### src/sv/gcf_pkg.sv
`timescale 1ns / 1ps
// shared types and constants of the 3x3 grayscale convolution filter
// no dependencies
package gcf_pkg;

    localparam int PIX_W      = 8;
    localparam int COORD_W    = 12;
    localparam int DIM_W      = 13;
    localparam int COEF_W     = 12;
    localparam int TAPS       = 3;
    localparam int COEF_ROW_W = COEF_W * TAPS;
    localparam int PROD_W     = PIX_W + 1 + COEF_W;
    localparam int SUM_W      = PROD_W + 4;
    localparam int MAX_HEIGHT = 4096;
    localparam int APB_ADDR_W = 6;
    localparam int APB_DATA_W = 64;

    localparam logic [DIM_W-1:0]      RST_WIDTH    = 13'd640;
    localparam logic [DIM_W-1:0]      RST_HEIGHT   = 13'd480;
    localparam logic [COEF_ROW_W-1:0] RST_COEF_TOP = 36'd0;
    localparam logic [COEF_ROW_W-1:0] RST_COEF_MID = 36'd256;
    localparam logic [COEF_ROW_W-1:0] RST_COEF_BOT = 36'd0;

    typedef enum logic [2:0] {
        REG_WIDTH    = 3'd0,
        REG_HEIGHT   = 3'd1,
        REG_COEF_TOP = 3'd2,
        REG_COEF_MID = 3'd3,
        REG_COEF_BOT = 3'd4
    } t_reg_idx;

    typedef struct packed {
        logic [DIM_W-1:0]                 image_width;
        logic [DIM_W-1:0]                 image_height;
        logic [TAPS-1:0][COEF_ROW_W-1:0]  coef;
    } t_cfg;

    typedef struct packed {
        logic has_a;
        logic border_a;
        logic has_b;
        logic has_c;
        logic eoi;
    } t_flags;

    typedef struct packed {
        logic [PIX_W-1:0]   pix;
        logic [COORD_W-1:0] row;
        logic [COORD_W-1:0] col;
        logic               clamped;
        logic               eoi;
    } t_result;

endpackage

### src/sv/gcf_mac.sv
`timescale 1ns / 1ps
// 3x3 window, product stage and sum stage of the convolution
// depends on gcf_pkg
module gcf_mac import gcf_pkg::*; (
    input  logic                    i_clk,
    input  logic                    i_rst_n,
    input  logic                    i_en_s2,
    input  logic                    i_en_s3,
    input  logic [PIX_W-1:0]        i_top,
    input  logic [PIX_W-1:0]        i_mid,
    input  logic [PIX_W-1:0]        i_px,
    input  t_cfg                    i_cfg,
    output logic signed [SUM_W-1:0] o_sum,
    output logic [PIX_W-1:0]        o_center
);

    localparam int NWIN = TAPS * TAPS;

    logic [PIX_W-1:0]         r_win  [NWIN];
    logic [PIX_W-1:0]         n_win  [NWIN];
    logic signed [PROD_W-1:0] r_prod [NWIN];
    logic [PIX_W-1:0]         r_ctr2;
    logic [PIX_W-1:0]         r_ctr3;
    logic signed [SUM_W-1:0]  r_sum;

    // shift left one column, new column from the line stores and the input
    always_comb begin
        n_win[0] = r_win[1];
        n_win[1] = r_win[2];
        n_win[2] = i_top;
        n_win[3] = r_win[4];
        n_win[4] = r_win[5];
        n_win[5] = i_mid;
        n_win[6] = r_win[7];
        n_win[7] = r_win[8];
        n_win[8] = i_px;
    end

    always_ff @(posedge i_clk) begin
        if (!i_rst_n) begin
            for (int k = 0; k < NWIN; k++) begin
                r_win[k] <= '0;
            end
        end else if (i_en_s2) begin
            for (int k = 0; k < NWIN; k++) begin
                r_win[k] <= n_win[k];
            end
        end
    end

    always_ff @(posedge i_clk) begin
        if (i_en_s2) begin
            for (int i = 0; i < TAPS; i++) begin
                for (int j = 0; j < TAPS; j++) begin
                    r_prod[i*TAPS+j] <= $signed({1'b0, n_win[i*TAPS+j]})
                                      * $signed(i_cfg.coef[i][j*COEF_W +: COEF_W]);
                end
            end
            r_ctr2 <= n_win[4];
        end
        if (i_en_s3) begin
            r_sum  <= (r_prod[0] + r_prod[1] + r_prod[2])
                    + (r_prod[3] + r_prod[4] + r_prod[5])
                    + (r_prod[6] + r_prod[7] + r_prod[8]);
            r_ctr3 <= r_ctr2;
        end
    end

    assign o_sum    = r_sum;
    assign o_center = r_ctr3;

endmodule

### config.mk
export PLATFORM = sky130hd
export DESIGN_NAME = gcf_mac
export DESIGN_NICKNAME = d
export VERILOG_FILES = /design/src/sv/gcf_pkg.sv /design/src/sv/gcf_mac.sv
export SDC_FILE = /design/constraint.sdc
export NUM_CORES = 2
export LEC_CHECK = 0
export ABC_AREA = 1
export BUFFER_PORTS_ARGS = -buffer_cell sky130_fd_sc_hd__buf_4
export CORE_UTILIZATION = 65
export CTS_BUF_LIST = sky130_fd_sc_hd__clkbuf_8
export DETAILED_ROUTE_END_ITERATION = 7
export GPL_TIMING_DRIVEN = 0
export PLACE_DENSITY = 0.83
export SYNTH_ARGS = -nofsm -noshare
export SYNTH_HDL_FRONTEND = slang
export SYNTH_SLANG_ARGS = --single-unit
### constraint.sdc
create_clock -name i_clk -period 7.65 [get_ports i_clk]
set_input_delay 0 -clock i_clk [delete_from_list [all_inputs] [get_ports i_clk]]
set_output_delay 0 -clock i_clk [all_outputs]
set_load 0.03 [all_outputs]
==> metrics <==
status finished, final reports clean; Post-CTS Setup Bufs 0; final hold violation count 0; FMAX 201 MHz; hpwl dp 100 mm; worst path required time 8030 ps; Critical R2R Launch r_win[5][3]; relative slew slack 28.8%; die area 77100 µm²; layout cells sized above 1 3.14%; launch point of the worst path r_win[5][3]; first-pass GRT wire length 194 mm; crit end category flop; CP peak stage delay 600 ps; CTS HTree Levels 2; core area 74800 µm²; Layout Cells excl Fill 7400; GRT Util Overall 32.1%; syn nets 7651; vias in the first global route 38.7k; clock root buffer clkbuf_8; cell taking the most area after synthesis fa_1; Die Ht 278 µm; filler cell count in the final layout 5836; fin nets 7802; # placed instances 7264; DR pass1 iterations 6; via count 38.1k; # port buffers 60; sequential-to-total area share from yosys stat 16.9%; Resize count post-CTS 0; GP Congestion 0.956; Post-Syn Area 49400 µm²; CP top delay family adder cells; CP Launch Type flop; crit-path max FO 10; CP Cell Sequence clkbuf_1 > nand2_1 > fa_1 > fa_1 > inv_1 > fa_1 > inv_1 > fa_1 > inv_1 > ha_1 > a21oi_1 > o21ai_0 > a21oi_1 > nand2_1 > nand2_1 > nand2_1; kind of critical path flop to flop; Levels on crit path 16; Die Wd 278 µm; max_cap viols 0; Buf+Inv Stages, Crit Path 4; setup TNS 0 ps; dominant cells by area after synthesis fa_1 35%, edfxtp_1 17%, inv_1 16%; reg2reg path depth 16; clock slew at reported path FFs 60 ps; unrepaired setup endpoints after global routing false; Yosys reg bits 278; post-synth top area share 34.5%; FF-to-FF End r_prod[0][104]; CTS tree built; DRC errors left 0; Worst-Skew Late Latency 660 ps; Ys Warns 0; Final period util 65.0%; Cells after Synth 6234; IO Pins 195; Layout area overhead 6.35%; grt ovf 0; Initial DRC Count 2860; worst slew pin tran 1070 ps; r2r setup slk 2680 ps; Post-Route Skew 42.5 ps; Num Clock Sinks 278; Critical-path top delay cell edfxtp_1; CP Data Arrival Time 5350 ps; row count 100; Slew Limit Fails 0; routed wire length 118 mm; fin crit period 4970 ps; Starting Density 66.0%; total CTS buffers 50; mean post-synth cell area 7.92 µm²; Worst Setup EP r_prod[0][104]; post-synth cell types 30; Max Buffers Root-to-Sink 3; antenna violations before repair 7; vias per inst 5.15; Hold Crit Class input port to flop; largest net degree at the start of global routing 117; Final setup viols 0; DRT antenna net count 0; WL/cell 16.0 µm
## cell families (layout without fill, tap and decap cells)
logic type | after synthesis | in the layout | synth area share [%]
buffers and inverters | 2327 | 2516 | 17.8
AND/OR/NAND/NOR | 2015 | 2015 | 16.1
adder cells (fa/ha/maj) | 1255 | 1255 | 44.7
flip-flops | 278 | 278 | 16.9
AO/OA/AOI/OAI | 266 | 266 | 2.85
XOR/XNOR | 93 | 93 | 1.65
other | 0 | 8 | 0
## cells in the final DEF (no fill, tap or decap), drive strengths merged, types with 12 or more instances in the layout
master	netlist	routed
a21oi	171	171
and2	17	17
buf	3	64
clkbuf	182	232
clkinv	0	19
dlygate4sd3	0	38
edfxtp	278	278
fa	852	852
ha	403	403
inv	2142	2154
nand2	1635	1635
nand3	136	136
nand3b	12	12
nor2	188	188
o21ai	82	82
xnor2	21	21
xor2	72	72
## state kept, by name, indices dropped and copies added (netlist names)
name	count
o_center	8
o_sum	25
r_prod	189
r_ctr2	8
r_win	48
## stage by stage
| stage | util [%] | area (µm²) | worst slack [ps] | hold WS [ps] |
|---|---|---|---|---|
| global route | 70.2 | 52500 | 2540 | 76.4 |
| global placement | 68.2 | 51000 | 2870 | 332 |
| floorplan | - | 49400 | 3560 | 112 |
| finish | 70.2 | 52500 | 2680 | 67.6 |
| CTS | 70.2 | 52500 | 2790 | 10.9 |
| detailed placement | 68.3 | 51100 | 2820 | 334 |
## synthesized netlist by cell type (all sizes together)
cell	instances
clkbuf	182
nor3	11
edfxtp	278
and3	2
nand3b	12
nand3	136
o21bai	5
nor2	188
inv	2142
a21oi	171
nand4	8
or2	4
nor3b	2
and2	17
xnor2	21
fa	852
a21o	8
o21ai	82
ha	403
buf	3
xor2	72
nand2	1635
## routing by layer
layer	share of wire (%)	track usage, %
met1	41	44.2
met2	48	52.5
met3	8.5	5.05
met4	3.2	10.0
met5	0	0
## tightest hold or removal path, delay by kind of cell
family / cells / cell delay, ps
buf+inv: 2 / 380
simple gates: 1 / 100
fa+ha+maj: 1 / 120
## worst min-delay path by stage
stage | startpoint | endpoint | slack [ps] | cells past startpoint
after floorplan | i_en_s3 | o_center[0] | 110 | 0
after global placement | i_mid[0] | r_prod[0][105] | 330 | 3
after detailed placement | i_mid[0] | r_prod[0][105] | 330 | 3
after CTS | i_cfg[13] | r_prod[0][22] | 10 | 4
after global routing | i_cfg[13] | r_prod[0][22] | 80 | 4
final | i_cfg[37] | r_prod[0][64] | 70 | 4
## cell type report
type | count | area (µm²) | area share [%]
clock inverters | 40 | 342 | 0.650
diodes | 8 | 20.0 | 0.0381
inverters | 2142 | 8040 | 15.3
flip-flops and latches | 278 | 8350 | 15.9
clock buffers | 50 | 688 | 1.31
well taps | 969 | 1210 | 2.31
multi-input cells | 3629 | 32300 | 61.4
repair buffers | 99 | 866 | 1.65
plain buffers | 185 | 744 | 1.42
## repair_timing
item / in CTS / in global routing
endpoints found under the setup margin: 0 / 0
hold buffers: 38 / 0
hold endpoints to repair: 156 / 0
Power is not shown: default switching activity piles up to over one toggle a cycle in this logic, so the estimate is an artifact.
