$ cat config.mk
export PLATFORM = sky130hd
export DESIGN_NAME = gcf_regs
export DESIGN_NICKNAME = d
export VERILOG_FILES = /design/src/sv/gcf_pkg.sv /design/src/sv/gcf_regs.sv
export SDC_FILE = /design/constraint.sdc
export NUM_CORES = 1
export LEC_CHECK = 0
export BUFFER_PORTS_ARGS = -buffer_cell sky130_fd_sc_hd__buf_2
export CAP_MARGIN = 25
export CORE_UTILIZATION = 48
export DETAILED_ROUTE_END_ITERATION = 10
export HOLD_SLACK_MARGIN = 0.02
export PLACE_DENSITY = 0.86
export SKIP_CTS_REPAIR_TIMING = 1
export SLEW_MARGIN = 20
export SYNTH_ARGS = -nofsm -noshare
export SYNTH_HDL_FRONTEND = slang
export SYNTH_SLANG_ARGS = --single-unit
export TNS_END_PERCENT = 20
$ cat constraint.sdc
create_clock -name i_clk -period 1.5 [get_ports i_clk]
set_input_delay 0.075 -clock i_clk [delete_from_list [all_inputs] [get_ports i_clk]]
set_output_delay 0.075 -clock i_clk [all_outputs]
set_load 0.01 [all_outputs]
$ cat src/sv/gcf_pkg.sv
`timescale 1ns / 1ps
// shared types and constants of the 3x3 grayscale convolution filter
// no dependencies
package gcf_pkg;

    localparam int PIX_W      = 8;
    localparam int COORD_W    = 12;
    localparam int DIM_W      = 13;
    localparam int COEF_W     = 12;
    localparam int TAPS       = 3;
    localparam int COEF_ROW_W = COEF_W * TAPS;
    localparam int PROD_W     = PIX_W + 1 + COEF_W;
    localparam int SUM_W      = PROD_W + 4;
    localparam int MAX_HEIGHT = 4096;
    localparam int APB_ADDR_W = 6;
    localparam int APB_DATA_W = 64;

    localparam logic [DIM_W-1:0]      RST_WIDTH    = 13'd640;
    localparam logic [DIM_W-1:0]      RST_HEIGHT   = 13'd480;
    localparam logic [COEF_ROW_W-1:0] RST_COEF_TOP = 36'd0;
    localparam logic [COEF_ROW_W-1:0] RST_COEF_MID = 36'd256;
    localparam logic [COEF_ROW_W-1:0] RST_COEF_BOT = 36'd0;

    typedef enum logic [2:0] {
        REG_WIDTH    = 3'd0,
        REG_HEIGHT   = 3'd1,
        REG_COEF_TOP = 3'd2,
        REG_COEF_MID = 3'd3,
        REG_COEF_BOT = 3'd4
    } t_reg_idx;

    typedef struct packed {
        logic [DIM_W-1:0]                 image_width;
        logic [DIM_W-1:0]                 image_height;
        logic [TAPS-1:0][COEF_ROW_W-1:0]  coef;
    } t_cfg;

    typedef struct packed {
        logic has_a;
        logic border_a;
        logic has_b;
        logic has_c;
        logic eoi;
    } t_flags;

    typedef struct packed {
        logic [PIX_W-1:0]   pix;
        logic [COORD_W-1:0] row;
        logic [COORD_W-1:0] col;
        logic               clamped;
        logic               eoi;
    } t_result;

endpackage

$ cat src/sv/gcf_regs.sv
`timescale 1ns / 1ps
// configuration register bank behind the apb-style port
// depends on gcf_pkg
module gcf_regs import gcf_pkg::*; (
    input  logic                  i_clk,
    input  logic                  i_rst_n,
    input  logic                  psel,
    input  logic                  penable,
    input  logic                  pwrite,
    input  logic [APB_ADDR_W-1:0] paddr,
    input  logic [APB_DATA_W-1:0] pwdata,
    output logic [APB_DATA_W-1:0] prdata,
    output logic                  pready,
    output t_cfg                  o_cfg
);

    t_cfg     r_cfg;
    t_reg_idx reg_idx;
    logic     wr_en;

    assign reg_idx = t_reg_idx'(paddr[APB_ADDR_W-1:3]);
    assign wr_en   = psel && penable && pwrite;
    assign pready  = 1'b1;
    assign o_cfg   = r_cfg;

    always_ff @(posedge i_clk) begin
        if (!i_rst_n) begin
            r_cfg.image_width  <= RST_WIDTH;
            r_cfg.image_height <= RST_HEIGHT;
            r_cfg.coef[0]      <= RST_COEF_TOP;
            r_cfg.coef[1]      <= RST_COEF_MID;
            r_cfg.coef[2]      <= RST_COEF_BOT;
        end else if (wr_en) begin
            case (reg_idx)
                REG_WIDTH:    r_cfg.image_width  <= pwdata[DIM_W-1:0];
                REG_HEIGHT:   r_cfg.image_height <= pwdata[DIM_W-1:0];
                REG_COEF_TOP: r_cfg.coef[0]      <= pwdata[COEF_ROW_W-1:0];
                REG_COEF_MID: r_cfg.coef[1]      <= pwdata[COEF_ROW_W-1:0];
                REG_COEF_BOT: r_cfg.coef[2]      <= pwdata[COEF_ROW_W-1:0];
                default: ;
            endcase
        end
    end

    always_comb begin
        case (reg_idx)
            REG_WIDTH:    prdata = APB_DATA_W'(r_cfg.image_width);
            REG_HEIGHT:   prdata = APB_DATA_W'(r_cfg.image_height);
            REG_COEF_TOP: prdata = APB_DATA_W'(r_cfg.coef[0]);
            REG_COEF_MID: prdata = APB_DATA_W'(r_cfg.coef[1]);
            REG_COEF_BOT: prdata = APB_DATA_W'(r_cfg.coef[2]);
            default:      prdata = '0;
        endcase
    end

endmodule

==> impl_metrics.env <==
export IMPL_violations="setup timing"
export IMPL_synth_area_mm2=0.00626
export IMPL_cts_tree="done"
export IMPL_grt_max_degree=44
export IMPL_synth_largest_area_cell="dfxtp_1"
export IMPL_worstSetupPathType="reg -> out"
export IMPL_grtUsageTotal=0.248
export IMPL_min_from="pwdata[6]"
export IMPL_synth_area_leaders="dfxtp_1 43%, mux2i_1 24%, nand2_1 11%"
export IMPL_p_total_uw=8440
export IMPL_yosysUniqueCellTypes=29
export IMPL_syn_inst=661
export IMPL_power_density_mw_per_mm2=998
export IMPL_drv_slew=0
export IMPL_holdPathStages=3
export IMPL_antennaDiodeCount=0
export IMPL_io_pins=274
export IMPL_drive_above_1_share=0.353
export IMPL_rsz0062_at_grt="true"
export IMPL_regToRegStartpoint="o_cfg[130]"
export IMPL_min_period_ps=1510
export IMPL_worst_ep_arrival_time_ps=1440
export IMPL_cts_max_level=4
export IMPL_vias=5729
export IMPL_peakVddDrop_mv=0.674
export IMPL_cts_inserted_buffers=17
export IMPL_final_setup_worst_slack_ps=-13.5
export IMPL_clockBufferDepth=2
export IMPL_grt_pass1_vias=5063
export IMPL_ff2ff_path_depth=2
export IMPL_viasPerCell=5.29
export IMPL_start_util=0.494
export IMPL_required_ps=1420
export IMPL_finish_utilization=0.667
export IMPL_mostFrequentLayoutCells="212 x buf_2, 187 x nand2_1, 152 x mux2i_1"
export IMPL_placed_cells=1024
export IMPL_ys_seq_area_frac=0.428
export IMPL_cts_sinks=134
export IMPL_std_cell_rows=41
export IMPL_finalHoldViolCount=0
export IMPL_seqCellArea_mm2=0.00270
export IMPL_syn_avg_cell_area_um2=9.48
export IMPL_die_area_mm2=0.0135
export IMPL_area_growth_syn_to_layout_pct=35.0
export IMPL_endpoint_kind="primary output"
export IMPL_core_area_mm2=0.0127
export IMPL_yosys_warnings=0
export IMPL_synth_compound_area_frac=0.0685
export IMPL_largest_reg_flops=134
export IMPL_synth_top_cell_area_share=0.428
export IMPL_use_met1=0.303
export IMPL_ys_ff_latch=134
export IMPL_top_usage_layer="met2"
export IMPL_synthSimpleGateAreaFrac=0.141
export IMPL_antenna_found_initial=0
export IMPL_gr_usage_met2=0.413
export IMPL_fin_skew_ps=0
export IMPL_root_buffer="clkbuf_16"
export IMPL_synth_top_family_by_area="multiplexers"
export IMPL_finalSetupViolCount=2
export IMPL_whs_ps=18.3
export IMPL_min_period_over_period=1.01
export IMPL_p_leak_uw=0.00408
export IMPL_wl_per_cell_um=17.0
export IMPL_cap_viol_max_count=0
export IMPL_drtIter0Drc=402
export IMPL_synth_mux_area_frac=0.266
export IMPL_cp_start_kind="flip-flop"
export IMPL_clk_pin_slew_worst_paths_ps=60
export IMPL_dieWidth_um=116
export IMPL_die_h_um=116
export IMPL_synth_xor_area_frac=0
export IMPL_ant_nets=0
export IMPL_r2r_end="o_cfg[130]"
export IMPL_gp_congestion=0.799
export IMPL_pre_cts_ws_ps=81.9
export IMPL_drcViolationCount=0
export IMPL_instances_no_fill=1082
export IMPL_fin_nets=973
export IMPL_final_common_cell="buf_2"
export IMPL_fillers=961
export IMPL_grt_overflow=0
export IMPL_multi_input_area_mm2=0.00320
export IMPL_hp_class="in -> reg"
export IMPL_dr_pass1_iters=5
export IMPL_dp_hpwl_mm=11.8
export IMPL_max_freq_ghz=0.661
export IMPL_outcome="finished, violations left"
export IMPL_synthAdderAreaFrac=0
export IMPL_whs_endpoint="o_cfg[114]"
export IMPL_grt_first_pass_wirelength_mm=25.5
export IMPL_finalWirelength_mm=18.4
export IMPL_port_buffers=213
export IMPL_r2r_slack_ps=740
export IMPL_grtUsageMet3=0.0586
export IMPL_clk_latency_ps=410
export IMPL_path_max_fanout=3
logic make-up after synthesis:
group,after synthesis
compound gates,67
flops,134
simple gates,207
mux,165
other cells,2
buf+inv,86
per-stage QoR:
| step | area, um2 | TNS [ps] |
|---|---|---|
| 2_1_floorplan | 6360 | 0 |
| 3_3_place_gp | 7470 | 0 |
| 3_5_place_dp | 7470 | 0 |
| 4_1_cts | 8060 | -417 |
| 5_1_grt | 8460 | -239 |
| 6_report | 8460 | -16.4 |
cells in the mapped netlist:
cell,n
nor2b_1,5
mux2_1,13
buf_2,4
mux2i_1,152
nor3b_4,1
and4b_1,1
conb_1,2
buf_12,4
nand3_2,1
o211ai_1,5
dfxtp_1,134
nand4b_1,3
clkbuf_1,27
buf_1,1
o22ai_1,13
inv_1,5
a22oi_1,26
buf_6,9
o21ai_1,23
nand2_1,187
nand2b_1,1
nor2_2,1
nand4b_4,1
nor3b_2,1
nand3_1,2
and4_4,1
buf_4,36
nor3b_1,1
nor3_1,1
power by group:
part | internal (uW) | leakage (uW) | switching (uW)
Clock | 2680 | 0.000290 | 1490
Combinational | 270 | 0.00270 | 390
Sequential | 3590 | 0.00109 | 23.1
layer usage:
layer / up-vias / part of all wire
met3: 54 / 0.057
li1: 2670 / -
met2: 260 / 0.51
met5: - / 0
met1: 2745 / 0.41
met4: 0 / 0.030
worst max-delay path, cell delays in order (launching register included):
cell and delay, ps:
dfxtp_1 330, mux2_1 310, a22oi_2 130, o22ai_1 100
buf_2 150
worst max-delay path by stage:
| stage | startpoint | end | slack (ps) | cells past startpoint |
|---|---|---|---|---|
| 2_1_floorplan | paddr[4] | o_cfg[82] | 290 | 6 |
| 5_1_grt | o_cfg[43] | prdata[7] | -50 | 4 |
| 4_1_cts | o_cfg[48] | prdata[12] | -120 | 4 |
| 3_5_place_dp | paddr[5] | o_cfg[1] | 80 | 5 |
| 6_report | o_cfg[7] | prdata[7] | -10 | 4 |
| 3_3_place_gp | paddr[5] | o_cfg[29] | 150 | 5 |
layout make-up:
cell class,instances,share of cell area
clock inverter,9,0.0149
tap,172,0.0255
clock buffer,22,0.0549
inverter,5,0.00222
sequential,134,0.320
timing repair buffer,272,0.204
multi-input combinational,468,0.378
Note: power is estimated with default switching activity, not from simulation.
