--- config.mk ---
export PLATFORM = sky130hd
export DESIGN_NAME = gcf_emit
export DESIGN_NICKNAME = d
export VERILOG_FILES = /design/src/sv/gcf_pkg.sv /design/src/sv/gcf_emit.sv
export SDC_FILE = /design/constraint.sdc
export NUM_CORES = 1
export LEC_CHECK = 0
export BUFFER_PORTS_ARGS = -buffer_cell sky130_fd_sc_hd__clkbuf_2
export CAP_MARGIN = 20
export CORE_ASPECT_RATIO = 1.25
export CORE_MARGIN = 2
export CORE_UTILIZATION = 25
export CTS_BUF_LIST = sky130_fd_sc_hd__clkbuf_16
export CTS_CLUSTER_SIZE = 12
export DETAILED_ROUTE_END_ITERATION = 8
export GPL_TIMING_DRIVEN = 0
export HOLD_SLACK_MARGIN = 0.15
export PLACE_DENSITY = 0.46
export SLEW_MARGIN = 25
export SYNTH_ARGS = -nofsm -noshare
export SYNTH_HDL_FRONTEND = slang
export SYNTH_SLANG_ARGS = --single-unit
--- constraint.sdc ---
create_clock -name i_clk -period 4.27 [get_ports i_clk]
set_input_delay 0.2135 -clock i_clk [delete_from_list [all_inputs] [get_ports i_clk]]
set_output_delay 0.2135 -clock i_clk [all_outputs]
set_load 0.02 [all_outputs]
--- src/sv/gcf_pkg.sv ---
`timescale 1ns / 1ps
// shared types and constants of the 3x3 grayscale convolution filter
// no dependencies
package gcf_pkg;

    localparam int PIX_W      = 8;
    localparam int COORD_W    = 12;
    localparam int DIM_W      = 13;
    localparam int COEF_W     = 12;
    localparam int TAPS       = 3;
    localparam int COEF_ROW_W = COEF_W * TAPS;
    localparam int PROD_W     = PIX_W + 1 + COEF_W;
    localparam int SUM_W      = PROD_W + 4;
    localparam int MAX_HEIGHT = 4096;
    localparam int APB_ADDR_W = 6;
    localparam int APB_DATA_W = 64;

    localparam logic [DIM_W-1:0]      RST_WIDTH    = 13'd640;
    localparam logic [DIM_W-1:0]      RST_HEIGHT   = 13'd480;
    localparam logic [COEF_ROW_W-1:0] RST_COEF_TOP = 36'd0;
    localparam logic [COEF_ROW_W-1:0] RST_COEF_MID = 36'd256;
    localparam logic [COEF_ROW_W-1:0] RST_COEF_BOT = 36'd0;

    typedef enum logic [2:0] {
        REG_WIDTH    = 3'd0,
        REG_HEIGHT   = 3'd1,
        REG_COEF_TOP = 3'd2,
        REG_COEF_MID = 3'd3,
        REG_COEF_BOT = 3'd4
    } t_reg_idx;

    typedef struct packed {
        logic [DIM_W-1:0]                 image_width;
        logic [DIM_W-1:0]                 image_height;
        logic [TAPS-1:0][COEF_ROW_W-1:0]  coef;
    } t_cfg;

    typedef struct packed {
        logic has_a;
        logic border_a;
        logic has_b;
        logic has_c;
        logic eoi;
    } t_flags;

    typedef struct packed {
        logic [PIX_W-1:0]   pix;
        logic [COORD_W-1:0] row;
        logic [COORD_W-1:0] col;
        logic               clamped;
        logic               eoi;
    } t_result;

endpackage

--- src/sv/gcf_emit.sv ---
`timescale 1ns / 1ps
// result slot: holds the up to three results of one pixel, one beat per cycle while i_out_ready is high
// depends on gcf_pkg
module gcf_emit import gcf_pkg::*; (
    input  logic               i_clk,
    input  logic               i_rst_n,
    input  logic               i_load,
    input  t_result            i_res [3],
    input  logic [2:0]         i_mask,
    output logic               o_can_load,
    output logic               o_out_valid,
    input  logic               i_out_ready,
    output logic [PIX_W-1:0]   o_pixel_out,
    output logic [COORD_W-1:0] o_out_row,
    output logic [COORD_W-1:0] o_out_col,
    output logic               o_clamped,
    output logic               o_last_of_run,
    output logic               o_end_of_image
);

    t_result    r_res [3];
    logic [2:0] r_pend;
    logic [2:0] clr;
    logic [2:0] rest;
    logic [1:0] sel;
    logic       take;
    logic       last;
    t_result    cur;

    always_comb begin
        if (r_pend[0]) begin
            sel = 2'd0;
            clr = 3'b001;
        end else if (r_pend[1]) begin
            sel = 2'd1;
            clr = 3'b010;
        end else begin
            sel = 2'd2;
            clr = 3'b100;
        end
    end

    assign rest        = r_pend & ~clr;
    assign last        = (rest == 3'b000);
    assign o_out_valid = |r_pend;
    assign take        = o_out_valid && i_out_ready;
    assign o_can_load  = !o_out_valid || (take && last);
    assign cur         = r_res[sel];

    always_ff @(posedge i_clk) begin
        if (!i_rst_n) begin
            r_pend <= '0;
        end else if (i_load && o_can_load) begin
            r_pend <= i_mask;
        end else if (take) begin
            r_pend <= rest;
        end
    end

    always_ff @(posedge i_clk) begin
        if (i_load && o_can_load) begin
            for (int k = 0; k < 3; k++) begin
                r_res[k] <= i_res[k];
            end
        end
    end

    assign o_pixel_out    = cur.pix;
    assign o_out_row      = cur.row;
    assign o_out_col      = cur.col;
    assign o_clamped      = cur.clamped;
    assign o_end_of_image = cur.eoi;
    assign o_last_of_run  = last;

endmodule
==> key figures, run 1 <==
Route
  • Via count: 2,869
  • Antenna violation net count after detailed routing: 0
  • Iter 0 DRT Violations: 111
  • Routed vias/inst: 4.02
  • DR WL/cell: approximately 14 um
  • Drt total wl: 9790 um
  • DR DRC count: 0
  • Pre-Repair DR Iteration Count: 4

Worst setup path
  • R2R Path End: r_res[0][17]
  • Arr. time, crit path: around 2300 ps
  • Req. time, crit path: 4300 ps
  • Critical path fanouts, max: 56
  • Worst setup SP type: flip-flop
  • Element type at the critical path end: flip-flop
  • R2R cell count: 5
  • Critical path class: reg -> reg
  • Worst reg-to-reg setup slack: 2020 ps
  • Worst reg2reg startpoint: r_pend[0]

Yosys
  • Main synth FF type: edfxtp_1
  • Ys Warns: 0
  • FF+latch count, synth: 105
  • Netlist cell types: 23
  • Number of synthesized flops with an enable pin: 102
  • Mapped cell area: ~0.004 sq mm
  • FFs w/ async S/R, synth: 0
  • Mapped Nets: 345
  • Avg Cell Area, Syn: 16.8 sq um
  • Post-synthesis cell count: about 240
  • Sequential area share after synthesis: 0.786

Clocking
  • Total CTS buffers: 9
  • Clk slew on worst S/H paths: 60 ps
  • Resized cells post-CTS: 0
  • TritonCTS clock tree: built
  • Root buf cell: clkbuf_16
  • Clock latency on the worst-skew pair: about 350 ps
  • Post-CTS Setup Bufs: 0
  • Clk sink count: 105
  • CTS Buffer Depth: 2
  • CTS HTree Levels: 3

Power and ir drop
  • Switching power: just under 0.6 mW
  • Static Leak: 2.50 nW
  • IR drop worst, VDD: 0.000211 V
  • Switch share: 0.239
  • Int Power: 1.85 mW
  • Seq pwr share: 0.513
  • Total Power: 2.43 mW
  • Cell Pwr Density: 385 mW/mm^2
  • Clock power share: 0.327
  • Combinational fraction of design power: 0.161

Timing
  • Fmax: 444 MHz
  • Final Max Slew Viols: 0
  • Worst-Margin Slew: 674 ps
  • Hold Fails Final Rpt: 0
  • Tmin final: ~2300 ps
  • Unrepaired setup endpoints after global routing: no
  • Final period utilization: 0.527
  • Final Worst Setup Slack: 2020 ps
  • Clk_skew: 4.16 ps
  • Hold Slack: about 220 ps
  • Slew margin rel.: 0.550
  • Final setup viols: 0

Cells and area
  • Commonest non-fill, non-tap cell in the layout: clkbuf_2
  • Final core occ: 0.406
  • Nets: between 600 and 700
  • Area growth syn-to-layout: 59.1%
  • Post-route cell area: ~0.0063 sq mm
  • Commonest cells after routing, fill and taps aside: 145 x clkbuf_2, 105 x dlygate4sd3_1, 102 x edfxtp_1
  • Register area: around 0.0031 sq mm
  • Share of cells above drive strength 1: 0.337
  • Multi-input logic area: 764 sq um
  • Antenna diodes: 0
  • Filler Cell Count: 1,488

Hold path
  • Worst Hold Class: in -> reg
  • Hold Path Depth: 3
  • Hold wc startpoint: i_out_ready
  • Min-Delay Endpoint: r_pend[2]

Global route
  • Vias in the first global route: about 3,100
  • Antenna violations before repair: 0
  • Total track usage: 0.121
  • Grt total ovfl: 0
  • First-pass GRT wire length: 15,200 um
  • Largest net degree at the start of global routing: 57

Floorplanning
  • Rows: slightly above 50
  • Starting density of the core: 0.255
  • Die width: 117 um
  • Die Y: 145 um
  • IO Pins: 146
  • Core area: 0.0156 sq mm
  • Die area: 0.0169 sq mm

Placement
  • Place WS: 1980 ps
  • RD Place Congestion: ~0.71
  • Dpl cell area: 0.00499 sq mm
  • DPL Wire Length: 6290 um
  • PortBufs: 145

Flow run
  • Total of max-cap violations: 0

Run status
  • Status: complete, no violations
-- synthesized netlist by cell type (2+ instances only) --
cell	count	area [sq um]
edfxtp_1	102	3060
dfxtp_1	3	60.1
inv_1	2	7.51
o211a_1	2	20.0
clkbuf_1	6	22.5
nand2_1	35	131
o21ai_0	34	170
mux2i_1	34	340
buf_6	4	45.0
-- through the flow --
| step | setup TNS [ps] | std cells |
|---|---|---|
| after detailed placement | 0 | 594 |
| after global placement | -54010 | 593 |
| after floorplan | 0 | 236 |
| final | 0 | 714 |
| after global routing | 0 | 714 |
| after CTS | 0 | 714 |
-- final cells by class --
| type | instances | share of cell area |
|---|---|---|
| multi-input cells | 117 | 0.121 |
| repair buffers | 251 | 0.285 |
| inverters | 2 | 0.00119 |
| clock buffers | 9 | 0.0356 |
| clock inverters | 6 | 0.00831 |
| well taps | 212 | 0.0420 |
| flip-flops and latches | 105 | 0.494 |
| plain buffers | 12 | 0.0127 |
-- registers in the layout, indices dropped and copies added, names as in the netlist --
| signal | flops |
|---|---|
| r_res | 102 |
| r_pend | 3 |
-- cells by family after synthesis --
logic type | Yosys count | share of synthesized area
DFF | 105 | 0.786
and+or+nand+nor | 42 | 0.0444
muxes | 34 | 0.0857
buffers and inverters | 14 | 0.0220
adders and majority gates | 1 | 0.00283
AOI/OAI and AO/OA | 40 | 0.0589
-- worst max path at each step --
stage	depth (start not counted)	slack, ps	end	from
after floorplan	3	370	r_res[0][0]	r_pend[2]
after global placement	4	-540	r_res[2][17]	r_pend[0]
after detailed placement	5	1980	r_res[0][17]	r_pend[0]
after CTS	5	1970	r_res[0][17]	r_pend[0]
after global routing	5	1880	r_res[0][19]	r_pend[0]
final	5	2020	r_res[0][17]	r_pend[0]
-- what timing repair did --
| item | CTS | global route |
|---|---|---|
| hold endpoints to repair | 104 | 0 |
| hold buffers | 105 | 0 |
| endpoints found under the setup margin | 0 | 0 |
-- worst max-delay path: stages (launching register included) --
cell and delay [ps]:
dfxtp_1 320, buf_6 140, maj3_2 330, a21oi_4 160
and2_4 590, buf_16 330
-- layer usage --
metal  share of wire  up-vias  GRT usage
li1                -     1417          -
met1            0.41     1336      0.137
met4           0.032        0     0.0635
met5               0        -          0
met3           0.056       21     0.0363
met2            0.50       95      0.201
-- power by group through the flow --
stage	Combinational [mW]	Clock (mW)	Sequential (mW)
after floorplan	0.177	0	1.27
after global placement	0.310	0	1.28
after detailed placement	0.320	0	1.27
after CTS	0.399	0.821	1.25
after global routing	0.429	0.862	1.25
final	0.391	0.795	1.25
No activity file was read; power rests on OpenSTA's default activity.
==> run 2, diff against run 1 <==
PLACE_DENSITY = 0.48   (was 0.46)
clock period = 1.9 ns   (was 4.27 ns; I/O delays follow)
==> key figures, run 2 (synthesis gave the netlist of run 1 again) <==
Timing
  • Hold Slack: 232 ps
  • Final setup viols: 0
  • Final Max Slew Viols: 0
  • Worst-Margin Slew: 506 ps
  • Unrepaired setup endpoints after global routing: no
  • Fmax: 542 MHz
  • Tmin final: between 1500 and 2000 ps
  • Clk_skew: 4.39 ps
  • Setup TNS Final: 0 ps
  • Hold Fails Final Rpt: 0
  • Final period utilization: 0.972
  • Final Worst Setup Slack: 53.5 ps
  • Slew margin rel.: 0.663

Cells and area
  • Antenna diodes: 0
  • Commonest cells after routing, fill and taps aside: 150 x clkbuf_2, 107 x dlygate4sd3_1, 102 x edfxtp_1
  • Most flop-heavy register: r_res
  • Filler Cell Count: 1,484
  • Post-route cell area: 0.00648 sq mm
  • Area growth syn-to-layout: 63.2%
  • Share of cells above drive strength 1: 0.363
  • Nets: about 620
  • Commonest non-fill, non-tap cell in the layout: clkbuf_2
  • Multi-input logic area: 781 sq um
  • Register area: 0.00312 sq mm
  • Top flop regs: r_res: 102 flops, r_pend: 3 flops
  • Number of flip-flops in the largest register: between 100 and 150

Route
  • Via count: 2,907
  • Drt total wl: ~10,000 um
  • DR WL/cell: between 10 and 15 um
  • Antenna violation net count after detailed routing: 0
  • Iter 0 DRT Violations: 118
  • Routed vias/inst: 4.01
  • DR DRC count: 0
  • Pre-Repair DR Iteration Count: 4

Worst setup path
  • Element type at the critical path end: flip-flop
  • Arr. time, crit path: 2140 ps
  • Req. time, crit path: 2190 ps
  • CP max stage delay: 530 ps
  • Critical path class: reg -> reg
  • Worst setup SP type: flip-flop
  • Critical path, cell by cell: buf_8 -> maj3_2 -> a21oi_4 -> buf_12 -> a41o_1 -> dlygate4sd3_1
  • Critical path fanouts, max: 8
  • Slowest cell on crit path: dlygate4sd3_1

Global route
  • Antenna violations before repair: 0
  • Vias in the first global route: 3,157
  • Grt total ovfl: 0
  • Largest net degree at the start of global routing: 28
  • Total track usage: 0.127
  • First-pass GRT wire length: 15,900 um

Power and ir drop
  • Static Leak: 2.58 nW
  • Cell Pwr Density: ~870 mW/mm^2
  • IR drop worst, VDD: 0.000413 V
  • Total Power: 5.65 mW

Clocking
  • Clock latency on the worst-skew pair: 350 ps
  • Total CTS buffers: 9
  • TritonCTS clock tree: built
  • Root buf cell: clkbuf_16
  • Clk slew on worst S/H paths: 70 ps
  • CTS Buffer Depth: 2
  • CTS HTree Levels: 3
  • Clk sink count: 105

Floorplanning
  • Core area: 0.0156 sq mm
  • Die Y: between 100 and 150 um
  • Rows: 51
  • Die width: 117 um
  • Die area: 0.0169 sq mm
  • Starting density of the core: 0.255
  • IO Pins: ~150

Run status
  • Status: complete, no violations

Placement
  • Place WS: -377 ps
  • PortBufs: 145
  • Dpl cell area: between 0.004 and 0.005 sq mm
  • RD Place Congestion: 0.668
  • DPL Wire Length: 6180 um

Flow run
  • Total of max-cap violations: 0

Hold path
  • Worst Hold Class: in -> reg
-- run 2: area by class of cell --
class / count / share of cell area
inverter: 2 / 0.00116
clock buffer: 9 / 0.0347
buffer: 12 / 0.0145
clock inverter: 7 / 0.0122
timing repair buffer: 259 / 0.294
tap: 212 / 0.0409
sequential: 105 / 0.482
multi-input combinational: 119 / 0.120
-- run 2: path summary, 6_finish.rpt --
check / from / end / slack, ps / cells past startpoint
worst min-delay path: i_out_ready / r_pend[0] / 230 / 3
worst max register to register: r_pend[0] / r_pend[1] / 50 / 6
worst max-delay path: r_pend[0] / r_pend[1] / 50 / 6
worst min register to register: r_pend[0] / r_pend[0] / 920 / 4
-- run 2: report_power, final --
group / internal [mW] / leakage [nW] / switching, mW / total, mW
clock: 1.04 / 0.144 / 0.866 / 1.90
sequential: 2.76 / 1.01 / 0.0434 / 2.80
combinational: 0.450 / 1.43 / 0.496 / 0.946
total: 4.24 / 2.58 / 1.41 / 5.65
-- run 2: metal layers --
layer	GRT usage	share of wire	vias up
met2	0.232	0.53	92
met3	0.0388	0.052	8
met1	0.134	0.41	1369
li1	-	-	1438
met5	0	0	-
met4	0.0459	0.013	0
-- run 2: through the flow --
step | instances | utilization
3_3_place_gp | 593 | 0.319
6_report | 725 | 0.416
3_5_place_dp | 594 | 0.321
5_1_grt | 725 | 0.416
4_1_cts | 722 | 0.414
2_1_floorplan | 236 | -
-- run 2: worst max-delay path: cells and delay by family, from the launching register on --
family | cells | cell delay [ps]
flops | 1 | 330
compound gates | 2 | 320
buf+inv | 3 | 800
fa+ha+maj | 1 | 340
-- run 2: repair_timing --
item,4_1_cts,5_1_grt
resized for setup,3,11
buffers inserted,2,3
pin swaps,1,2
endpoints found under the hold margin,105,0
hold buffers,107,0
setup endpoints to repair,106,27
gates cloned,3,0
==> run 3, diff against run 2 <==
ABC_AREA = 1   (was default)
==> key figures, run 3 <==
Worst setup path
  • Element type at the critical path end: flip-flop
  • Req. time, crit path: about 1800 ps
  • Critical path class: reg -> reg
  • R2R cell count: 6
  • Slowest cell on crit path: dfxtp_1
  • Critical path fanouts, max: 104
  • CP max stage delay: 370 ps
  • Worst reg-to-reg setup slack: 30 ps
  • Worst setup SP type: flip-flop
  • Crit path buf inv count: 3
  • Critical path, cell by cell: buf_2 -> nand2_1 -> inv_2 -> nor2_4 -> nand3_2 -> clkinv_16
  • Arr. time, crit path: around 1800 ps
  • CP Depth: 6
  • Top Family by Delay on Critical Path: buffers and inverters

Cells and area
  • Nets: 662
  • Commonest cells after routing, fill and taps aside: 149 x clkbuf_2, 108 x nand2_1, 108 x dlygate4sd3_1
  • Multi-input logic area: 679 sq um
  • Number of flip-flops in the largest register: roughly 100
  • Top flop regs: r_res: 102 flops, r_pend: 3 flops
  • Most flop-heavy register: r_res
  • Register area: roughly 0.0031 sq mm
  • Commonest non-fill, non-tap cell in the layout: clkbuf_2
  • Filler Cell Count: 1,438
  • Antenna diodes: 0
  • Post-route cell area: 0.00632 sq mm
  • Share of cells above drive strength 1: 0.332
  • Area growth syn-to-layout: 62.9%

Run status
  • Status: complete, no violations

Hold path
  • Hold Path Depth: 2
  • Worst Hold Class: in -> reg

Clocking
  • Clk slew on worst S/H paths: 70 ps
  • Clock latency on the worst-skew pair: 330 ps
  • Total CTS buffers: 9
  • CTS HTree Levels: 3
  • TritonCTS clock tree: built
  • Clk sink count: 105
  • CTS Buffer Depth: 2
  • Root buf cell: clkbuf_16

Route
  • DR DRC count: 0
  • DR WL/cell: 12.4 um
  • Via count: 3,041
  • Iter 0 DRT Violations: between 150 and 200
  • Routed vias/inst: 3.97
  • Drt total wl: 9510 um
  • Antenna violation net count after detailed routing: 0
  • Pre-Repair DR Iteration Count: 4

Global route
  • Total track usage: 0.118
  • Grt total ovfl: 0
  • Vias in the first global route: about 3,000
  • Antenna violations before repair: 0
  • Largest net degree at the start of global routing: approximately 110
  • First-pass GRT wire length: roughly 15,000 um

Floorplanning
  • Die width: approximately 120 um
  • Die Y: 143 um
  • Die area: 0.0165 sq mm
  • Starting density of the core: 0.257
  • Core area: 0.0151 sq mm
  • Rows: 50
  • IO Pins: 146

Yosys
  • Ys Warns: 0
  • Mapped cell area: 0.00388 sq mm
  • Area contributors post-synth: edfxtp_1 79%, nand2_1 10%, nand3_1 4.5%
  • Main synth FF type: edfxtp_1
  • Yosys top cell area share: 0.789
  • Number of synthesized flops with an enable pin: 102
  • Cell taking the most area after synthesis: edfxtp_1
  • Top post-synthesis cells by count: 108 x nand2_1, 102 x edfxtp_1, 35 x nand3_1
  • Post-synthesis cell count: 284
  • Sequential area share after synthesis: 0.805
  • FFs w/ async S/R, synth: 0
  • Avg Cell Area, Syn: 13.7 sq um
  • Most frequent cell after synthesis: nand2_1
  • Netlist cell types: 16
  • FF+latch count, synth: 105
  • Mapped Nets: between 300 and 400

Power and ir drop
  • Cell Pwr Density: about 970 mW/mm^2
  • Static Leak: about 2.7 nW
  • IR drop worst, VDD: 0.000436 V

Placement
  • Dpl cell area: between 0.004 and 0.005 sq mm
  • PortBufs: 145
  • DPL Wire Length: 5930 um
  • RD Place Congestion: 0.698

Flow run
  • Total of max-cap violations: 0

Timing
  • Unrepaired setup endpoints after global routing: yes
  • Final period utilization: 0.983
  • Hold Fails Final Rpt: 0
  • Final setup viols: 0
  • Clk_skew: ~7.7 ps
  • Setup TNS Final: 0 ps
  • Tmin final: 1870 ps
  • Final Max Slew Viols: 0
  • Slew margin rel.: 0.679
  • Worst-Margin Slew: between 400 and 500 ps
  • Fmax: 535 MHz
## run 3: cell count changes after synthesis, sizes merged, moves of 2 or more
cell,change
nand3,+35
mux2i,-34
a21oi,+2
buf,-2
nor2,+5
inv,+9
o21ai,-32
o211a,-2
nand2,+75
## run 3: final timing paths
check / from / to
max: r_pend[0] / r_res[0][27]
max reg2reg: r_pend[0] / r_res[0][27]
min reg2reg: r_pend[2] / r_pend[2]
min: i_res[98] / r_res[0][30]
## run 3: logic make-up (layout without fill, tap and decap cells)
family	count (synthesis)	after routing	share of synthesized area
AO/OA/AOI/OAI	5	5	0.00645
flip-flops	105	105	0.805
buffers and inverters	21	295	0.0216
AND/OR/NAND/NOR	153	153	0.167
## run 3: cell type report
| class | instances | area share |
|---|---|---|
| Buffer | 10 | 0.0119 |
| Clock inverter | 7 | 0.00713 |
| Multi-Input combinational cell | 158 | 0.107 |
| Tap cell | 208 | 0.0412 |
| Inverter | 11 | 0.0107 |
| Sequential cell | 105 | 0.494 |
| Clock buffer | 9 | 0.0356 |
| Timing Repair Buffer | 258 | 0.292 |
## run 3: timing repair
item                                   in CTS  in global routing
resized for setup                          15                  9
hold buffers                              108                  0
endpoints found under the hold margin     105                  0
buffers inserted                            0                  5
pin swaps                                   0                  1
setup endpoints to repair                 134                121
## run 3: routing by layer
metal	wire length, um	global-route usage
met1	3890	0.138
met2	4940	0.211
met3	602	0.0295
met4	81	0.0342
met5	0	0
## run 3: stage by stage
| step | instances | setup WS [ps] | power (mW) | hold slack, ps | util |
|---|---|---|---|---|---|
| after global routing | 766 | -1.10 | 6.47 | 457 | 0.419 |
| after CTS | 761 | 1.89 | 6.18 | 444 | 0.415 |
| after global placement | 637 | -212 | 4.25 | 272 | 0.323 |
| after floorplan | 284 | 54.0 | 3.73 | 194 | - |
| after detailed placement | 637 | -259 | 4.26 | 274 | 0.323 |
| final | 766 | 31.9 | 6.12 | 464 | 0.419 |
## run 3: power by group
part / internal, mW / switching, mW / leakage [nW]
Clock: 0.887 / 0.806 / 0.131
Sequential: 2.87 / 0.0652 / 1.01
Combinational: 0.575 / 0.918 / 1.53
